===== config.mk =====
export PLATFORM = sky130hd
export DESIGN_NAME = positional_insert_delete_list
export DESIGN_NICKNAME = d
export VERILOG_FILES = /design/src/hw/rtl/pidl_pkg.sv /design/src/hw/rtl/pidl_ram.sv /design/src/hw/rtl/positional_insert_delete_list.sv
export SDC_FILE = /design/constraint.sdc
export NUM_CORES = 1
export LEC_CHECK = 0
export BUFFER_PORTS_ARGS = -buffer_cell sky130_fd_sc_hd__buf_2
export CORE_AREA = 2 2 157 197
export DETAILED_ROUTE_END_ITERATION = 12
export DIE_AREA = 0 0 159 199
export PLACE_DENSITY = 0.75
export SYNTH_ARGS = -nofsm -noshare
export SYNTH_HDL_FRONTEND = slang
export SYNTH_HIERARCHICAL = 1
export SYNTH_SLANG_ARGS = --single-unit
export TNS_END_PERCENT = 1

===== constraint.sdc =====
create_clock -name clk_i -period 4.42 [get_ports clk_i]
set_clock_uncertainty 0.1 [all_clocks]
set_input_delay 0.884 -clock clk_i [delete_from_list [all_inputs] [get_ports clk_i]]
set_output_delay 0.884 -clock clk_i [all_outputs]
set_load 0.05 [all_outputs]

===== src/hw/rtl/pidl_pkg.sv =====
// Shared types and constants of the positional insert and delete list.
package pidl_pkg;

  localparam int unsigned DEPTH_DEFAULT = 8;
  localparam int unsigned WORD_W        = 32;
  localparam int unsigned CMD_W         = 2;
  localparam int unsigned POS_W         = 3;
  localparam int unsigned STATUS_W      = 2;
  localparam int unsigned COUNT_W       = 4;

  typedef enum logic [CMD_W-1:0] {
    CMD_INSERT = 2'd0,
    CMD_DELETE = 2'd1,
    CMD_READ   = 2'd2
  } cmd_e;

  typedef enum logic [STATUS_W-1:0] {
    ST_OK    = 2'd0,
    ST_FULL  = 2'd1,
    ST_EMPTY = 2'd2,
    ST_RANGE = 2'd3
  } status_e;

  typedef enum logic [2:0] {
    S_IDLE,
    S_INSERT,
    S_DELETE,
    S_READ,
    S_RESP
  } state_e;

endpackage


===== src/hw/rtl/pidl_ram.sv =====
// Generic single-write, single-read memory with a registered read port.
module pidl_ram #(
  parameter int unsigned WIDTH = 32,
  parameter int unsigned DEPTH = 8,
  localparam int unsigned AW   = (DEPTH > 1) ? $clog2(DEPTH) : 1
) (
  input  logic             clk_i,
  input  logic             we_i,
  input  logic [AW-1:0]    waddr_i,
  input  logic [WIDTH-1:0] wdata_i,
  input  logic [AW-1:0]    raddr_i,
  output logic [WIDTH-1:0] rdata_o
);

  logic [WIDTH-1:0] mem_q [DEPTH];
  logic [WIDTH-1:0] rdata_q;

  always_ff @(posedge clk_i) begin
    if (we_i) begin
      mem_q[waddr_i] <= wdata_i;
    end
    rdata_q <= mem_q[raddr_i];
  end

  assign rdata_o = rdata_q;

endmodule


===== src/hw/rtl/positional_insert_delete_list.sv =====
// Top level of the positional insert and delete list over one word memory.
//
//   Channel | Direction | Handshake               | Payload
//   --------+-----------+-------------------------+------------------------------
//   in      | input     | in_valid_i / in_stall_o | cmd_i, position_i, value_i
//   out     | output    | out_valid_o/out_stall_i | status_o, count_o, read_value_o
//
// A command passes through its transfer, then its memory work, then the load
// of the result register. An insert shifts the entries from its position up,
// a delete shifts the entries above its position down, a read fetches one
// entry, and a failed command does no memory work. The single memory write
// port moves one entry per cycle while the read of the next entry overlaps
// it. Reset clears the count and the control state; the memory is not
// cleared, since only positions below the count are ever read. A stalled
// result stays in the output register while the next command is taken and
// worked on.
module positional_insert_delete_list #(
  parameter int unsigned DEPTH = pidl_pkg::DEPTH_DEFAULT
) (
  input  logic                                clk_i,
  input  logic                                rst_ni,
  input  logic                                in_valid_i,
  output logic                                in_stall_o,
  input  logic [pidl_pkg::CMD_W-1:0]          cmd_i,
  input  logic [pidl_pkg::POS_W-1:0]          position_i,
  input  logic signed [pidl_pkg::WORD_W-1:0]  value_i,
  output logic                                out_valid_o,
  input  logic                                out_stall_i,
  output logic [pidl_pkg::STATUS_W-1:0]       status_o,
  output logic [pidl_pkg::COUNT_W-1:0]        count_o,
  output logic signed [pidl_pkg::WORD_W-1:0]  read_value_o
);

  // Address width, count width, and a working width that holds the count,
  // the position and the four-bit count field alike.
  localparam int unsigned AW   = (DEPTH > 1) ? $clog2(DEPTH) : 1;
  localparam int unsigned CW   = $clog2(DEPTH + 1);
  localparam int unsigned MW0  = (CW > pidl_pkg::POS_W) ? CW : pidl_pkg::POS_W;
  localparam int unsigned MW   = (MW0 > pidl_pkg::COUNT_W) ? MW0 : pidl_pkg::COUNT_W;

  pidl_pkg::state_e  state_q, state_d;
  pidl_pkg::cmd_e    cmd_q, cmd_d;
  pidl_pkg::status_e st_q, st_d;

  logic [CW-1:0]                     cnt_q, cnt_d;
  logic [MW-1:0]                     pos_q, pos_d;
  logic [pidl_pkg::WORD_W-1:0]       val_q, val_d;
  logic [MW-1:0]                     src_q, src_d;
  logic [MW-1:0]                     wr_q, wr_d;
  logic                              more_q, more_d;
  logic                              pend_q, pend_d;
  logic [pidl_pkg::WORD_W-1:0]       rd_q, rd_d;

  logic                              out_valid_q, out_valid_d;
  pidl_pkg::status_e                 out_st_q, out_st_d;
  logic [pidl_pkg::COUNT_W-1:0]      out_cnt_q, out_cnt_d;
  logic [pidl_pkg::WORD_W-1:0]       out_rd_q, out_rd_d;

  logic                              mem_we;
  logic [AW-1:0]                     mem_waddr;
  logic [pidl_pkg::WORD_W-1:0]       mem_wdata;
  logic [AW-1:0]                     mem_raddr;
  logic [pidl_pkg::WORD_W-1:0]       mem_rdata;

  logic [MW-1:0]                     pos_in;
  logic [MW-1:0]                     cnt_ext;
  logic [MW-1:0]                     cnt_new;
  logic                              accept;

  pidl_ram #(
    .WIDTH (pidl_pkg::WORD_W),
    .DEPTH (DEPTH)
  ) u_ram (
    .clk_i   (clk_i),
    .we_i    (mem_we),
    .waddr_i (mem_waddr),
    .wdata_i (mem_wdata),
    .raddr_i (mem_raddr),
    .rdata_o (mem_rdata)
  );

  assign pos_in     = MW'(position_i);
  assign cnt_ext    = MW'(cnt_q);
  assign in_stall_o = (state_q != pidl_pkg::S_IDLE);
  assign accept     = in_valid_i && !in_stall_o;

  always_comb begin
    state_d     = state_q;
    cmd_d       = cmd_q;
    st_d        = st_q;
    cnt_d       = cnt_q;
    pos_d       = pos_q;
    val_d       = val_q;
    src_d       = src_q;
    wr_d        = wr_q;
    more_d      = more_q;
    pend_d      = pend_q;
    rd_d        = rd_q;
    out_valid_d = out_valid_q && out_stall_i;
    out_st_d    = out_st_q;
    out_cnt_d   = out_cnt_q;
    out_rd_d    = out_rd_q;
    mem_we      = 1'b0;
    mem_waddr   = wr_q[AW-1:0];
    mem_wdata   = mem_rdata;
    mem_raddr   = src_q[AW-1:0];
    cnt_new     = cnt_ext;

    case (state_q)
      pidl_pkg::S_IDLE: begin
        // The read of the addressed entry is issued on the transfer cycle.
        mem_raddr = pos_in[AW-1:0];
        if (accept) begin
          cmd_d  = pidl_pkg::cmd_e'(cmd_i);
          pos_d  = pos_in;
          val_d  = value_i;
          rd_d   = '0;
          pend_d = 1'b0;
          st_d   = pidl_pkg::ST_RANGE;
          state_d = pidl_pkg::S_RESP;
          case (pidl_pkg::cmd_e'(cmd_i))
            pidl_pkg::CMD_INSERT: begin
              if (cnt_q == CW'(DEPTH)) begin
                st_d = pidl_pkg::ST_FULL;
              end else if (pos_in <= cnt_ext) begin
                st_d    = pidl_pkg::ST_OK;
                state_d = pidl_pkg::S_INSERT;
                src_d   = cnt_ext - MW'(1);
                more_d  = (cnt_ext != pos_in);
              end
            end
            pidl_pkg::CMD_DELETE: begin
              if (cnt_q == '0) begin
                st_d = pidl_pkg::ST_EMPTY;
              end else if (pos_in < cnt_ext) begin
                st_d    = pidl_pkg::ST_OK;
                state_d = pidl_pkg::S_DELETE;
                src_d   = pos_in + MW'(1);
                more_d  = ((pos_in + MW'(1)) < cnt_ext);
              end
            end
            pidl_pkg::CMD_READ: begin
              if (cnt_q == '0) begin
                st_d = pidl_pkg::ST_EMPTY;
              end else if (pos_in < cnt_ext) begin
                st_d    = pidl_pkg::ST_OK;
                state_d = pidl_pkg::S_READ;
              end
            end
            default: begin
              st_d = pidl_pkg::ST_RANGE;
            end
          endcase
        end
      end

      pidl_pkg::S_INSERT: begin
        // Entries move up from the top: write the entry read last cycle one
        // place higher while the next lower one is read.
        mem_we = pend_q;
        if (more_q) begin
          pend_d = 1'b1;
          wr_d   = src_q + MW'(1);
          src_d  = src_q - MW'(1);
          more_d = (src_q != pos_q);
        end else begin
          pend_d = 1'b0;
          if (!pend_q) begin
            mem_we    = 1'b1;
            mem_waddr = pos_q[AW-1:0];
            mem_wdata = val_q;
            state_d   = pidl_pkg::S_RESP;
          end
        end
      end

      pidl_pkg::S_DELETE: begin
        // Entries move down from just above the removed one.
        mem_we = pend_q;
        if (more_q) begin
          pend_d = 1'b1;
          wr_d   = src_q - MW'(1);
          src_d  = src_q + MW'(1);
          more_d = ((src_q + MW'(1)) < cnt_ext);
        end else begin
          pend_d = 1'b0;
          if (!pend_q) begin
            state_d = pidl_pkg::S_RESP;
          end
        end
      end

      pidl_pkg::S_READ: begin
        rd_d    = mem_rdata;
        state_d = pidl_pkg::S_RESP;
      end

      pidl_pkg::S_RESP: begin
        if (st_q == pidl_pkg::ST_OK && cmd_q == pidl_pkg::CMD_INSERT) begin
          cnt_new = cnt_ext + MW'(1);
        end else if (st_q == pidl_pkg::ST_OK && cmd_q == pidl_pkg::CMD_DELETE) begin
          cnt_new = cnt_ext - MW'(1);
        end
        if (!out_valid_q || !out_stall_i) begin
          out_valid_d = 1'b1;
          out_st_d    = st_q;
          out_cnt_d   = cnt_new[pidl_pkg::COUNT_W-1:0];
          out_rd_d    = rd_q;
          cnt_d       = cnt_new[CW-1:0];
          state_d     = pidl_pkg::S_IDLE;
        end
      end

      default: begin
        state_d = pidl_pkg::S_IDLE;
      end
    endcase
  end

  always_ff @(posedge clk_i or negedge rst_ni) begin
    if (!rst_ni) begin
      state_q     <= pidl_pkg::S_IDLE;
      cnt_q       <= '0;
      more_q      <= 1'b0;
      pend_q      <= 1'b0;
      out_valid_q <= 1'b0;
    end else begin
      state_q     <= state_d;
      cnt_q       <= cnt_d;
      more_q      <= more_d;
      pend_q      <= pend_d;
      out_valid_q <= out_valid_d;
    end
  end

  always_ff @(posedge clk_i) begin
    cmd_q     <= cmd_d;
    st_q      <= st_d;
    pos_q     <= pos_d;
    val_q     <= val_d;
    src_q     <= src_d;
    wr_q      <= wr_d;
    rd_q      <= rd_d;
    out_st_q  <= out_st_d;
    out_cnt_q <= out_cnt_d;
    out_rd_q  <= out_rd_d;
  end

  assign out_valid_o  = out_valid_q;
  assign status_o     = out_st_q;
  assign count_o      = out_cnt_q;
  assign read_value_o = out_rd_q;

endmodule


==> impl_metrics.toml, run 1 <==
[outcome]
outcome = "finished, final reports clean"

[critical_path]
critical_path_peak_fanout = 30
start_kind = "flop"
worstReg2RegStart = "state_q[1]"
worst_ep_arrival_time_ps = 3510
worst-r2r-cell-count = 8
rr_endpoint = "u_ram/mem_q[1][4]"
critical_path_class = "reg2reg"
r2r_setup_slack_ps = 970
worst_ep_required_ps = 4480
endpoint_kind = "flop"

[finish]
sequential_cell_area_um2 = 12060
syn2layout_area_growth_pct = 14.71
fillCellCount = 2061
final_util = 0.6187
drive_gt1_frac = 0.2903
total_area_of_multi_input_combinational_cells_um2 = 3849
antenna_diodes = 0
fin_nets = 975

[power_and_ir_drop]
power.leakage_nw = 6.499
powerDensity_nw_per_um2 = 780.3
vdd.ir_drop.worst_mv = 0.3967

[drt]
drt_first_pass_iters = 5
drt_iter0_drc = 579
remaining_drcs = 0
routed-via-count = 7678
drt-vias-per-instance = 5.709
wirelength_um = 30370
postRouteAntennaNets = 0
wire_per_inst_um = 22.58

[global_routing]
global_route.overflow_total = 0
gr-usage-all-layers = 0.1945
grt_antenna_before_repair = 0
grt_first_pass_wirelength_um = 46320
largest_net_degree_at_the_start_of_global_routing = 40
grt_pass1_vias = 8053

[synth]
synth_async_sr_flop_share = 0.02415
postSynthRegisterBits = 414
most_common_cell_in_the_netlist = "sky130_fd_sc_hd__edfxtp_1"
syn_avg_cell_area_um2 = 19.97
ys_seq_area_frac = 0.7492
synth.largest_area_cell = "sky130_fd_sc_hd__edfxtp_1"
dominant_synthesized_flop_cell = "sky130_fd_sc_hd__edfxtp_1"
synth_top_cells_by_area = "sky130_fd_sc_hd__edfxtp_1, sky130_fd_sc_hd__mux4_1, sky130_fd_sc_hd__mux2_2"
yosysWarnings = 6
yosysTopAreaCellShare = 0.6939
synth.top_cells.by_count = "sky130_fd_sc_hd__edfxtp_1, sky130_fd_sc_hd__mux2_2, sky130_fd_sc_hd__mux4_1"
synth_enable_flop_cells = 372
synthesis.area_um2 = 16100
postSynthCellCount = 806
yosys.cell_types.count = 51
synth_fp_nets = 867

[floorplanning]
initial_util = 0.5394
core-area_um2 = 29850
chipWidth_um = 159
ios = 81
rows = 71
design.die.area_um2 = 31640
chipHeight_um = 199

[sta]
final.hold.worst_slack_ps = 148.2
layout_min_cycle_time_ps = 3453
final-setup-viol-count = 0
share_of_the_clock_period_used_by_the_worst_path = 0.7812
hold_violations = 0
timing_max_transition_violations_final = 0
max_slew_margin = 0.2715
setup_slack_ps = 967.2
fmax_ghz = 0.2896
worst_pin_slew_ps = 1090
rsz0062_at_grt = "false"

[clock_tree]
postCtsHoldBufs = 0
clock-root-buffer = "sky130_fd_sc_hd__clkbuf_16"
worstSkewPairLatency_ps = 530
cts_post_setup_buffers_inserted = 0
clock_sinks = 414
clock_tree.buffer_depth = 3
clk_pin_slew_ps = 60
post_cts_resize_count = 0
tritoncts_buffers = 39
cts_tree = "yes"
ctsHtreeMaxLevel = 2

[min_path]
min_path_type = "in2async"

[place]
place_worst_setup_slack_ps = 1018
dp.final_hpwl_um = 17420
place_congestion = 0.8091
count_of_buffers_from_port_buffering = 80

[job]
maxCapViolations = 0
==> final cells by class <==
class	count	area share
tap	401	0.02717
clock buffer	52	0.05996
timing repair buffer	102	0.03469
inverter	16	0.003252
multi-input combinational	341	0.2084
sequential	414	0.6531
clock inverter	19	0.01341
==> cells by family after synthesis <==
logic type      Yosys count  share of synthesized area
fa+ha+maj                20                    0.01554
compound gates           45                    0.01710
flops                   414                     0.7492
buf+inv                  51                    0.01764
mux                     138                     0.1512
simple gates            121                    0.04010
xor+xnor                 17                   0.009248
==> worst max-delay path: stages (launching register included) <==
cell and delay, ps:
sky130_fd_sc_hd__dfrtp_1 590, sky130_fd_sc_hd__inv_1 240, sky130_fd_sc_hd__nand2_2 130, sky130_fd_sc_hd__nor3_4 390
sky130_fd_sc_hd__buf_4 310, sky130_fd_sc_hd__mux2_2 410, sky130_fd_sc_hd__nand2b_1 240, sky130_fd_sc_hd__nor2_4 160
sky130_fd_sc_hd__buf_4 470
==> stage by stage <==
stage	cell area [µm²]	power, mW	instances	TNS (ps)
after floorplan	16100	9.768	806	-4137
after detailed placement	17110	11.07	1274	0
after global placement	17110	10.92	1274	0
after global routing	18470	15.07	1345	0
final	18470	14.41	1345	0
after CTS	18470	14.55	1345	0
==> flip-flops by register name, summed over array words and instances, names as in the netlist <==
register / count
u_ram/mem_q: 256
rd_q: 32
read_value_o: 32
u_ram/rdata_o: 32
val_q: 32
cnt_ext: 4
count_o: 4
src_q: 4
pos_q: 3
state_q: 3
wr_q: 3
cmd_q: 2
st_q: 2
status_o: 2
more_q: 1
out_valid_o: 1
pend_q: 1
==> worst max-delay path by stage <==
stage,start,to,slack [ps],depth (start not counted)
after floorplan,state_q[0],u_ram/mem_q[0][0],-60,8
after global placement,state_q[1],u_ram/mem_q[7][9],1100,8
after detailed placement,state_q[1],u_ram/mem_q[1][7],1020,8
after CTS,state_q[1],u_ram/mem_q[1][0],980,8
after global routing,state_q[1],u_ram/mem_q[0][13],790,8
final,state_q[1],u_ram/mem_q[1][4],970,8
==> power breakdown <==
| part | total [mW] | switching, mW | internal (mW) |
|---|---|---|---|
| logic | 4.96 | 2.89 | 2.07 |
| registers | 5.99 | 0.379 | 5.61 |
| clock network | 3.46 | 1.35 | 2.11 |
| total | 14.4 | 4.61 | 9.80 |
==> layout by cell type (no fill, tap or decap), types with 3 or more instances in the layout <==
cell                        netlist  layout
sky130_fd_sc_hd__nand2b_1         5       5
sky130_fd_sc_hd__dfxtp_1         32      32
sky130_fd_sc_hd__clkbuf_1        12       7
sky130_fd_sc_hd__nor3_1           5       3
sky130_fd_sc_hd__nor2_4           1       7
sky130_fd_sc_hd__xnor2_1         11      11
sky130_fd_sc_hd__xor2_1           6       6
sky130_fd_sc_hd__nor2b_1          9       8
sky130_fd_sc_hd__dfrtp_1         10      10
sky130_fd_sc_hd__edfxtp_1       372     372
sky130_fd_sc_hd__nand3_1          9       9
sky130_fd_sc_hd__buf_4            2      16
sky130_fd_sc_hd__o21ai_0         14      12
sky130_fd_sc_hd__mux4_1          40      40
sky130_fd_sc_hd__clkbuf_16        0      41
sky130_fd_sc_hd__clkbuf_8         0       4
sky130_fd_sc_hd__mux2_2          69      69
sky130_fd_sc_hd__buf_2            8      80
sky130_fd_sc_hd__inv_1           15      15
sky130_fd_sc_hd__bufinv_16        0       6
sky130_fd_sc_hd__nand2_1         25      24
sky130_fd_sc_hd__a21oi_1         16      15
sky130_fd_sc_hd__mux4_2          25      25
sky130_fd_sc_hd__nor2_1          22      16
sky130_fd_sc_hd__and3_1          33      33
sky130_fd_sc_hd__ha_1            20      20
sky130_fd_sc_hd__clkinv_1         0       5
sky130_fd_sc_hd__nor3_2           1       3
sky130_fd_sc_hd__buf_12           0       6
sky130_fd_sc_hd__clkinv_2         0       5
==> metal layers <==
metal	vias up	track usage	part of all wire
li1	3454	-	-
met1	3914	0.2515	0.41
met2	256	0.3424	0.51
met3	54	0.02898	0.051
met4	0	0.06330	0.023
met5	-	0	0
Power figures use the tool's default switching activity.
==> run 2: changes to the inputs <==
PLACE_DENSITY = 0.72   (was 0.75)
clock period = 3.6 ns   (was 4.42 ns; I/O delays follow)
==> impl_metrics.toml, run 2 (synthesis results as in run 1) <==
[sta]
timing_max_transition_violations_final = 0
rsz0062_at_grt = "false"
worst_pin_slew_ps = 1059
layout_min_cycle_time_ps = 2982
setup_slack_ps = 617.8
final.hold.worst_slack_ps = 251.9
max_slew_margin = 0.2916
tns_ps = 0
fmax_ghz = 0.3353
hold_violations = 0
share_of_the_clock_period_used_by_the_worst_path = 0.8284
final-setup-viol-count = 0

[job]
maxCapViolations = 0

[clock_tree]
clk_pin_slew_ps = 60
ctsHtreeMaxLevel = 2
clock_tree.buffer_depth = 3
cts_tree = "yes"
worstSkewPairLatency_ps = 550
cts_post_setup_buffers_inserted = 0
tritoncts_buffers = 39
clock-root-buffer = "sky130_fd_sc_hd__clkbuf_16"
clock_sinks = 414

[finish]
largest_reg_flops = 256
final_util = 0.6164
sequential_cell_area_um2 = 12060
commonest_non_fill_non_tap_cells_in_the_layout = "sky130_fd_sc_hd__edfxtp_1, sky130_fd_sc_hd__buf_2, sky130_fd_sc_hd__mux2_2"
mostFrequentLayoutCell = "sky130_fd_sc_hd__edfxtp_1"
drive_gt1_frac = 0.2914
fin_nets = 985
total_area_of_multi_input_combinational_cells_um2 = 3819
finish.instance_area_um2 = 18400
antenna_diodes = 0
fillCellCount = 2146
largest_register = "u_ram/mem_q"
syn2layout_area_growth_pct = 14.28

[drt]
drt_iter0_drc = 516
postRouteAntennaNets = 0
routed-via-count = 7758
drt_first_pass_iters = 5
remaining_drcs = 0
wire_per_inst_um = 22.81
wirelength_um = 30910
drt-vias-per-instance = 5.725

[critical_path]
critical_path_class = "reg2reg"
critical_path.max_stage_delay_ps = 590
critical-path-slowest-cell = "sky130_fd_sc_hd__mux4_1"
critical_path_peak_fanout = 20
endpoint_kind = "flop"
worst_ep_required_ps = 3920
path_cells = "or2_1 > nor2_4 > inv_2 > o21ai_4 > buf_12 > mux4_1 > mux2_2"
worst_ep_arrival_time_ps = 3300
start_kind = "flop"

[global_routing]
grt_first_pass_wirelength_um = 46510
grt_pass1_vias = 7921
gr-usage-all-layers = 0.1982
largest_net_degree_at_the_start_of_global_routing = 65
grt_antenna_before_repair = 0
global_route.overflow_total = 0

[floorplanning]
ios = 81
initial_util = 0.5394
chipWidth_um = 159
rows = 71
chipHeight_um = 199
core-area_um2 = 29850
design.die.area_um2 = 31640

[power_and_ir_drop]
power.leakage_nw = 6.492
vdd.ir_drop.worst_mv = 0.5897
powerDensity_nw_per_um2 = 951.5

[place]
place_congestion = 0.8272
place_worst_setup_slack_ps = 521.8
placedInstanceArea_um2 = 17140
dp.final_hpwl_um = 17760
count_of_buffers_from_port_buffering = 80

[outcome]
outcome = "finished, final reports clean"

[min_path]
min_path_type = "in2reg"
[run 2: through the flow]
step                total power, mW  std cells
floorplan                     11.99        806
global placement              13.45       1283
detailed placement            13.62       1283
CTS                           17.67       1355
global route                  18.31       1355
finish                        17.51       1355
[run 2: final timing paths]
check	endpoint	depth (start not counted)	start	slack (ps)
setup reg to reg	u_ram/rdata_o[17]	7	state_q[0]	620
hold / removal	val_q[2]	1	value_i[2]	250
max in group asynchronous	out_valid_o	2	rst_ni	2660
min in group asynchronous	cnt_ext[2]	2	rst_ni	500
hold reg to reg	read_value_o[31]	0	rd_q[31]	320
setup / recovery	u_ram/rdata_o[17]	7	state_q[0]	620
[run 2: timing repair]
item / 4_1_cts / 5_1_grt
endpoints found under the hold margin: 10 / 0
setup endpoints to repair: 0 / 0
gates resized for setup: 0 / 0
hold buffers: 1 / 0
[run 2: routing by layer]
metal  global-route usage  up-vias  share of wire
met2               0.3385      217           0.50
met3              0.03274       59          0.050
met5                    0        -              0
li1                     -     3473              -
met4              0.07071        0          0.029
met1               0.2608     4009           0.42
[run 2: area by class of cell]
class                           instances  area share
Tap cell                              401     0.02727
Multi-Input combinational cell        341      0.2076
Sequential cell                       414      0.6556
Inverter                               16    0.003264
Timing Repair Buffer                  112     0.03836
Clock inverter                         19     0.01007
Clock buffer                           52     0.05788
[run 2: where the power goes]
part / total (mW) / leakage, nW / internal (mW) / switching (mW)
logic: 6.17 / 2.08 / 2.60 / 3.56
registers: 7.34 / 3.80 / 6.88 / 0.454
clock network: 4.00 / 0.605 / 2.31 / 1.70
[run 2: worst max-delay path: cells and delay by family (launching register included)]
kind            cells  cell delay, ps
mux                 2             870
compound gates      1             520
simple gates        2             500
flops               1             470
buf+inv             2             380
